==> config.mk <==
export PLATFORM = sky130hd
export DESIGN_NAME = pixel_stream_width_converter
export DESIGN_NICKNAME = d
export VERILOG_FILES = /design/src/rtl/pswc_pkg.sv /design/src/rtl/pixel_stream_width_converter.sv /design/src/rtl/pswc_merge.sv /design/src/rtl/pswc_burst.sv
export SDC_FILE = /design/constraint.sdc
export NUM_CORES = 1
export LEC_CHECK = 0
export ABC_AREA = 1
export BUFFER_PORTS_ARGS = -buffer_cell sky130_fd_sc_hd__buf_2
export CAP_MARGIN = 20
export CORE_ASPECT_RATIO = 0.75
export CORE_MARGIN = 4
export CORE_UTILIZATION = 30
export DETAILED_ROUTE_END_ITERATION = 10
export HOLD_SLACK_MARGIN = 0.08
export SLEW_MARGIN = 5
export SYNTH_ARGS = -nofsm -noshare
export SYNTH_HDL_FRONTEND = slang
export SYNTH_SLANG_ARGS = --single-unit
==> constraint.sdc <==
create_clock -name i_clk -period 7 [get_ports i_clk]
set_clock_uncertainty 0.2 [all_clocks]
set_input_delay 1.4 -clock i_clk [delete_from_list [all_inputs] [get_ports i_clk]]
set_output_delay 1.4 -clock i_clk [all_outputs]
set_load 0.005 [all_outputs]
==> src/rtl/pswc_pkg.sv <==
// Shared constants and types for the pixel stream width converter.
// No dependencies; imported by every RTL module of the block.
package pswc_pkg;

    // Pixel and word geometry, fixed by the port widths
    localparam int PIXEL_WIDTH = 8;
    localparam int IN_PIXELS   = 16;
    localparam int OUT_PIXELS  = 4;
    localparam int COUNT_WIDTH = 24;
    localparam int HALF_BITS   = 64;

    localparam int IN_BITS   = IN_PIXELS * PIXEL_WIDTH;
    localparam int WORD_BITS = OUT_PIXELS * PIXEL_WIDTH;
    localparam int CNT_IN_W  = $clog2(IN_PIXELS + 1);

    // Partial word held between input transactions
    localparam int PEND_CW   = $clog2(OUT_PIXELS);
    localparam int PEND_BITS = (OUT_PIXELS - 1) * PIXEL_WIDTH;
    localparam int PEND_SH_W = $clog2(PEND_BITS + 1);

    // Merged pixel stream: pending pixels plus one full input
    localparam int FILL_W       = $clog2(IN_PIXELS + OUT_PIXELS);
    localparam int STREAM_WORDS = (IN_PIXELS + 2 * OUT_PIXELS - 2) / OUT_PIXELS;
    localparam int STREAM_BITS  = STREAM_WORDS * WORD_BITS;
    localparam int NWORD_W      = $clog2(STREAM_WORDS + 1);
    localparam int WORD_SH_W    = $clog2(STREAM_BITS);

    // One burst of output words produced by a single input transaction
    typedef struct packed {
        logic [STREAM_BITS-1:0] stream;
        logic [NWORD_W-1:0]     words;
        logic                   last;
    } t_burst;

endpackage

==> src/rtl/pixel_stream_width_converter.sv <==
// Pixel stream width converter. Each input transaction carries up to 16
// 8-bit pixels (valid from pixel 0 upward); they are packed into 32-bit
// words of four pixels, earliest pixel in bits 7:0. A running pixel total,
// saturating at frame_pixels, ends the frame: the word that completes it
// carries last, and pixels still pending at that point leave in one
// zero-padded word with last. A transaction holds the burst register
// until its words have moved on, one 32-bit word per cycle unless i_ready
// stalls; a full 16-pixel input yields four words (five with a flush
// word). A new transaction is accepted in the cycle the previous burst
// hands over its final word. The user must write frame_pixels through
// i_cfg_we/i_cfg_wdata while the block is idle; the block does not check.
// Depends on pswc_pkg, pswc_merge and pswc_burst.
module pixel_stream_width_converter (
    input  logic                             i_clk,
    input  logic                             i_rst_n,
    input  logic                             i_cfg_we,
    input  logic [pswc_pkg::COUNT_WIDTH-1:0] i_cfg_wdata,
    input  logic                             i_valid,
    output logic                             o_ready,
    input  logic [pswc_pkg::HALF_BITS-1:0]   i_pixels_low,
    input  logic [pswc_pkg::HALF_BITS-1:0]   i_pixels_high,
    input  logic [pswc_pkg::CNT_IN_W-1:0]    i_pixel_count,
    output logic                             o_valid,
    input  logic                             i_ready,
    output logic [pswc_pkg::WORD_BITS-1:0]   o_word,
    output logic                             o_last
);
    import pswc_pkg::*;

    logic [COUNT_WIDTH-1:0] r_frame_pixels;
    logic                   accept;
    t_burst                 burst;

    // Frame size register
    always_ff @(posedge i_clk) begin
        if (!i_rst_n) begin
            r_frame_pixels <= '0;
        end else if (i_cfg_we) begin
            r_frame_pixels <= i_cfg_wdata;
        end
    end

    assign accept = i_valid && o_ready;

    pswc_merge u_merge (
        .i_clk          (i_clk),
        .i_rst_n        (i_rst_n),
        .i_accept       (accept),
        .i_frame_pixels (r_frame_pixels),
        .i_pixels_low   (i_pixels_low),
        .i_pixels_high  (i_pixels_high),
        .i_pixel_count  (i_pixel_count),
        .o_burst        (burst)
    );

    pswc_burst u_burst (
        .i_clk   (i_clk),
        .i_rst_n (i_rst_n),
        .i_load  (accept),
        .i_burst (burst),
        .o_free  (o_ready),
        .o_valid (o_valid),
        .i_ready (i_ready),
        .o_word  (o_word),
        .o_last  (o_last)
    );

endmodule

==> src/rtl/pswc_merge.sv <==
// Merge unit: appends the valid input pixels to the pending partial word,
// tracks the frame pixel total and builds the burst of output words.
// Depends on pswc_pkg.
module pswc_merge (
    input  logic                             i_clk,
    input  logic                             i_rst_n,
    input  logic                             i_accept,
    input  logic [pswc_pkg::COUNT_WIDTH-1:0] i_frame_pixels,
    input  logic [pswc_pkg::HALF_BITS-1:0]   i_pixels_low,
    input  logic [pswc_pkg::HALF_BITS-1:0]   i_pixels_high,
    input  logic [pswc_pkg::CNT_IN_W-1:0]    i_pixel_count,
    output pswc_pkg::t_burst                 o_burst
);
    import pswc_pkg::*;

    localparam int SUM_W = COUNT_WIDTH + 1;

    logic [PEND_BITS-1:0]   r_pending, n_pending;
    logic [PEND_CW-1:0]     r_pend_cnt, n_pend_cnt;
    logic [COUNT_WIDTH-1:0] r_seen, n_seen;

    logic [CNT_IN_W-1:0]    take;
    logic [SUM_W-1:0]       sum;
    logic                   done;
    logic [IN_BITS-1:0]     in_pix;
    logic [IN_BITS-1:0]     in_kept;
    logic [STREAM_BITS-1:0] stream;
    logic [STREAM_BITS-1:0] rest;
    logic [FILL_W-1:0]      total;
    logic [NWORD_W-1:0]     full_words;
    logic [PEND_CW-1:0]     rem;

    // Clamp the count, update the saturating total
    always_comb begin
        take   = (i_pixel_count > CNT_IN_W'(IN_PIXELS)) ? CNT_IN_W'(IN_PIXELS)
                                                        : i_pixel_count;
        sum    = {1'b0, r_seen} + SUM_W'(take);
        n_seen = (sum > {1'b0, i_frame_pixels}) ? i_frame_pixels
                                                : sum[COUNT_WIDTH-1:0];
        done   = (n_seen == i_frame_pixels);
    end

    // Drop pixels above the valid count so padding reads as zero
    always_comb begin
        in_pix = {i_pixels_high, i_pixels_low};
        for (int k = 0; k < IN_PIXELS; k++) begin
            in_kept[k*PIXEL_WIDTH +: PIXEL_WIDTH] =
                (CNT_IN_W'(k) < take) ? in_pix[k*PIXEL_WIDTH +: PIXEL_WIDTH]
                                      : '0;
        end
    end

    // Append new pixels behind the pending ones and split into words
    always_comb begin
        stream = STREAM_BITS'(r_pending)
               | (STREAM_BITS'(in_kept)
                  << (PEND_SH_W'(r_pend_cnt) * PEND_SH_W'(PIXEL_WIDTH)));
        total      = FILL_W'(r_pend_cnt) + FILL_W'(take);
        full_words = NWORD_W'(total / OUT_PIXELS);
        rem        = PEND_CW'(total % OUT_PIXELS);
        rest       = stream >> (WORD_SH_W'(full_words) * WORD_SH_W'(WORD_BITS));

        // Flush the remainder as a padded word once the frame is complete
        n_pending  = done ? '0 : rest[PEND_BITS-1:0];
        n_pend_cnt = done ? '0 : rem;

        o_burst.stream = stream;
        o_burst.words  = full_words + NWORD_W'(done && (rem != '0));
        o_burst.last   = done;
    end

    // Advance the pending word and total on each accepted transaction
    always_ff @(posedge i_clk) begin
        if (!i_rst_n) begin
            r_pending  <= '0;
            r_pend_cnt <= '0;
            r_seen     <= '0;
        end else if (i_accept) begin
            r_pending  <= n_pending;
            r_pend_cnt <= n_pend_cnt;
            r_seen     <= n_seen;
        end
    end

endmodule

==> src/rtl/pswc_burst.sv <==
// Burst emitter: holds one merged pixel stream and shifts it out one word
// per cycle into the output register when that is free. Depends on pswc_pkg.
module pswc_burst (
    input  logic                           i_clk,
    input  logic                           i_rst_n,
    input  logic                           i_load,
    input  pswc_pkg::t_burst               i_burst,
    output logic                           o_free,
    output logic                           o_valid,
    input  logic                           i_ready,
    output logic [pswc_pkg::WORD_BITS-1:0] o_word,
    output logic                           o_last
);
    import pswc_pkg::*;

    logic [STREAM_BITS-1:0] r_stream;
    logic [NWORD_W-1:0]     r_left;
    logic                   r_blast;
    logic                   r_ovalid;
    logic [WORD_BITS-1:0]   r_oword;
    logic                   r_olast;
    logic                   move;

    // Move a word when one is left and the output register can take it
    always_comb begin
        move   = (r_left != '0) && (!r_ovalid || i_ready);
        o_free = (r_left == '0) || ((r_left == NWORD_W'(1)) && move);
    end

    // Hold the burst, shift it down as words leave
    always_ff @(posedge i_clk) begin
        if (!i_rst_n) begin
            r_left  <= '0;
            r_blast <= 1'b0;
        end else if (i_load) begin
            r_left  <= i_burst.words;
            r_blast <= i_burst.last;
        end else if (move) begin
            r_left  <= r_left - NWORD_W'(1);
        end
    end

    always_ff @(posedge i_clk) begin
        if (i_load) begin
            r_stream <= i_burst.stream;
        end else if (move) begin
            r_stream <= r_stream >> WORD_BITS;
        end
    end

    // Output register: load on move, drop when taken
    always_ff @(posedge i_clk) begin
        if (!i_rst_n) begin
            r_ovalid <= 1'b0;
        end else if (move) begin
            r_ovalid <= 1'b1;
        end else if (i_ready) begin
            r_ovalid <= 1'b0;
        end
    end

    always_ff @(posedge i_clk) begin
        if (move) begin
            r_oword <= r_stream[WORD_BITS-1:0];
            r_olast <= r_blast && (r_left == NWORD_W'(1));
        end
    end

    assign o_valid = r_ovalid;
    assign o_word  = r_oword;
    assign o_last  = r_olast;

endmodule

==> flow_summary.toml <==
[global_routing]
grt_pass1_wl_mm = 96.8
gr-total-overflow = 0
first_global_vias = 16100
grt_max_degree = 95
track_usage_pct = 21.1
antenna_found_initial = 0

[placement]
hpwl_mm = 47.7
portBuffers = 196
dpl-instance-area_um2 = 18400
gp_congestion = 0.965

[yosys]
ys_types = 37
synth_warnings = 0
postSynthCellCount = 2360
synth_area_um2 = 16800
syn_avg_cell_area_um2 = 7.10
synth_nets = 2560
ys_seq_area_share_pct = 42.6
ys_ff_latch = 264

[power_and_ir_drop]
power_density_nw_per_um2 = 425
power.leakage_nw = 8.95
irDropWorstVdd_mv = 0.301

[timing]
final-setup-viol-count = 0
finalMaxSlewViolations = 0
tns_ns = 0
tightest_slew_ns = 0.915
rsz0062_at_grt = "no"
final.period_utilization_pct = 89.2
timing.fmax_mhz = 160
min_period_ns = 6.25
hold_viol = 0
slew_headroom_pct = 39.0

[worst_setup_path]
cp_slowest_cell = "ha_1"
worst-path-buf-inv = 7
max_stage_delay_ns = 0.30
crit_top_cell = "nand2_1"
cp.required_ns = 7.25
arrival_ns = 6.49
cp_max_fo = 94
endpoint_kind = "register"
cp_top_family = "simple AND/OR/NAND/NOR gates"
worstSetupStartpointType = "primary input"
critPathKind = "in -> reg"

[routing]
ant_nets = 0
drt-total-wl_mm = 64.4
dr.first_iter.drc_count = 2309
post_drt_wl_per_cell_um = 20.0
drt-vias-per-instance = 5.30
drc_errors = 0
num_vias = 17100
dr.pass1.iters = 6

[clock_tree]
clkLatencyLatePin_ns = 0.57
clk_pin_slew_ns = 0.06
postCtsResizedCells = 0
cts_root_buffer = "clkbuf_16"
cts_tree = "built"
numCtsBuffers = 34
cts_buffer_depth = 3
h-tree-depth = 2
hold_buffers = 0
cts_setup_buffers = 0
clock_sinks = 264

[floorplan]
num_rows = 74
core_um2 = 54900
fp.dieArea_um2 = 59800
num_io_pins = 197
die_y_um = 213
die_width_um = 281
start_util_pct = 30.5

[cells_and_area]
nets = 2680
register_area_um2 = 7140
area_delta_synth_final_pct = 16.6
fillCellCount = 5870
n_antenna_cell = 0
multiInputGateArea_um2 = 8290
postLayoutCellArea_um2 = 19600
drive_gt1_share_pct = 12.7

[status]
outcome = "finished clean"

[worst_hold_path]
hold_path_class = "reg -> reg"

[flow_run]
timing.max_cap.violations = 0
-- synthesized netlist by cell type --
cell / n / area, um2
a21boi_0: 4 / 30.0
a21boi_1: 4 / 30.0
a21o_1: 1 / 7.51
a21oi_1: 125 / 626
a21oi_2: 1 / 8.76
a31oi_1: 25 / 156
buf_1: 22 / 82.6
buf_2: 10 / 50.1
buf_6: 4 / 45.0
clkbuf_1: 106 / 398
clkinv_1: 2 / 7.51
dfxtp_1: 79 / 1580
edfxtp_1: 185 / 5560
fa_1: 2 / 40.0
ha_1: 36 / 450
inv_1: 203 / 762
inv_2: 3 / 11.3
nand2_1: 763 / 2860
nand2_2: 5 / 31.3
nand3_1: 286 / 1430
nand3_4: 1 / 17.5
nand3b_1: 10 / 75.1
nand4_1: 10 / 62.6
nor2_1: 157 / 589
nor2_2: 5 / 31.3
nor3_1: 5 / 25.0
nor4_1: 1 / 6.26
o211ai_1: 25 / 188
o21ai_0: 192 / 961
o21ai_1: 6 / 30.0
o21ai_2: 2 / 17.5
o21bai_1: 17 / 128
o221ai_1: 8 / 70.1
o22ai_1: 17 / 106
or2_1: 3 / 18.8
or2_2: 14 / 87.6
xor2_1: 21 / 184
-- sequential cells by signal (all words and copies together) (netlist names) --
name,count
u_burst.r_blast,1
u_burst.o_word,32
u_burst.o_last,1
u_burst.r_left,3
u_burst.r_stream,152
u_merge.r_pending,24
r_frame_pixels,24
u_merge.r_pend_cnt,2
u_merge.r_seen,24
u_burst.o_valid,1
-- power breakdown --
| part | leakage (nW) | internal (mW) | switching (mW) |
|---|---|---|---|
| registers | 2.55 | 2.68 | 0.267 |
| logic | 5.84 | 0.981 | 2.52 |
| clock network | 0.568 | 1.11 | 0.761 |
-- final timing paths --
| path | startpoint | endpoint | slack [ns] | cells past startpoint |
|---|---|---|---|---|
| hold reg to reg | u_burst.r_stream[27] | u_burst.o_word[27] | 0.22 | 0 |
| setup / recovery | i_pixel_count[0] | u_burst.r_left[1] | 0.75 | 38 |
| hold / removal | u_burst.r_stream[27] | u_burst.o_word[27] | 0.22 | 0 |
| setup reg to reg | u_merge.r_seen[0] | u_burst.r_left[1] | 2.00 | 32 |
-- layout make-up --
type                            instances  share of cell area (%)
Multi-Input combinational cell       1746                    42.4
Inverter                              208                    4.00
Sequential cell                       264                    36.5
Clock inverter                         23                    1.52
Timing Repair Buffer                  226                    6.40
Clock buffer                           39                    4.55
Tap cell                              722                    4.62
-- layout by cell type (no fill, tap or decap), types with 6 or more instances in the layout --
| cell | count |
|---|---|
| nand3b_1 | 10 |
| nand2_1 | 761 |
| nand3_1 | 286 |
| a21oi_1 | 125 |
| edfxtp_1 | 185 |
| clkinv_2 | 7 |
| nor2_1 | 157 |
| clkbuf_16 | 34 |
| buf_4 | 25 |
| o22ai_1 | 17 |
| o21ai_1 | 6 |
| o21ai_0 | 192 |
| inv_1 | 201 |
| o211ai_1 | 25 |
| o221ai_1 | 8 |
| dfxtp_1 | 77 |
| xor2_1 | 21 |
| a31oi_1 | 25 |
| or2_2 | 14 |
| buf_2 | 196 |
| clkinv_1 | 6 |
| nand4_1 | 10 |
| o21bai_1 | 17 |
| ha_1 | 36 |
-- cell families (layout without fill, tap and decap cells) --
group / count (synthesis) / count (layout) / synth area share [%]
simple gates: 1260 / 1260 / 31.3
compound gates: 427 / 427 / 14.1
buf+inv: 350 / 496 / 8.09
flops: 264 / 264 / 42.6
fa+ha+maj: 38 / 38 / 2.93
xor+xnor: 21 / 21 / 1.10
-- stage by stage --
stage	setup slack, ns	power [mW]	std cells	utilization (%)	hold WS, ns
after floorplan	0.830	5.23	2360	-	0.200
after global placement	0.514	6.34	3164	33.4	0.203
after detailed placement	0.304	6.39	3166	33.5	0.205
after CTS	0.865	8.28	3228	35.6	0.218
after global routing	0.221	8.84	3228	35.6	0.225
final	0.753	8.32	3228	35.6	0.217
-- metal layers --
layer  wire length [um]  global-route usage [%]  vias to the layer above
met3               7460                    5.91                      136
met2              25700                    29.7                      966
li1                   -                       -                     8095
met4               2390                    7.70                        0
met5                  0                       0                        -
met1              28800                    30.6                     7913
-- worst reg2reg max path: cells and delay by family (launching register included) --
family	cells	cell delay, ns
flops	1	0.31
compound gates	2	0.20
fa+ha+maj	5	1.35
buf+inv	4	0.49
xor+xnor	1	0.17
simple gates	20	2.19
No activity file was read; power rests on OpenSTA's default activity.
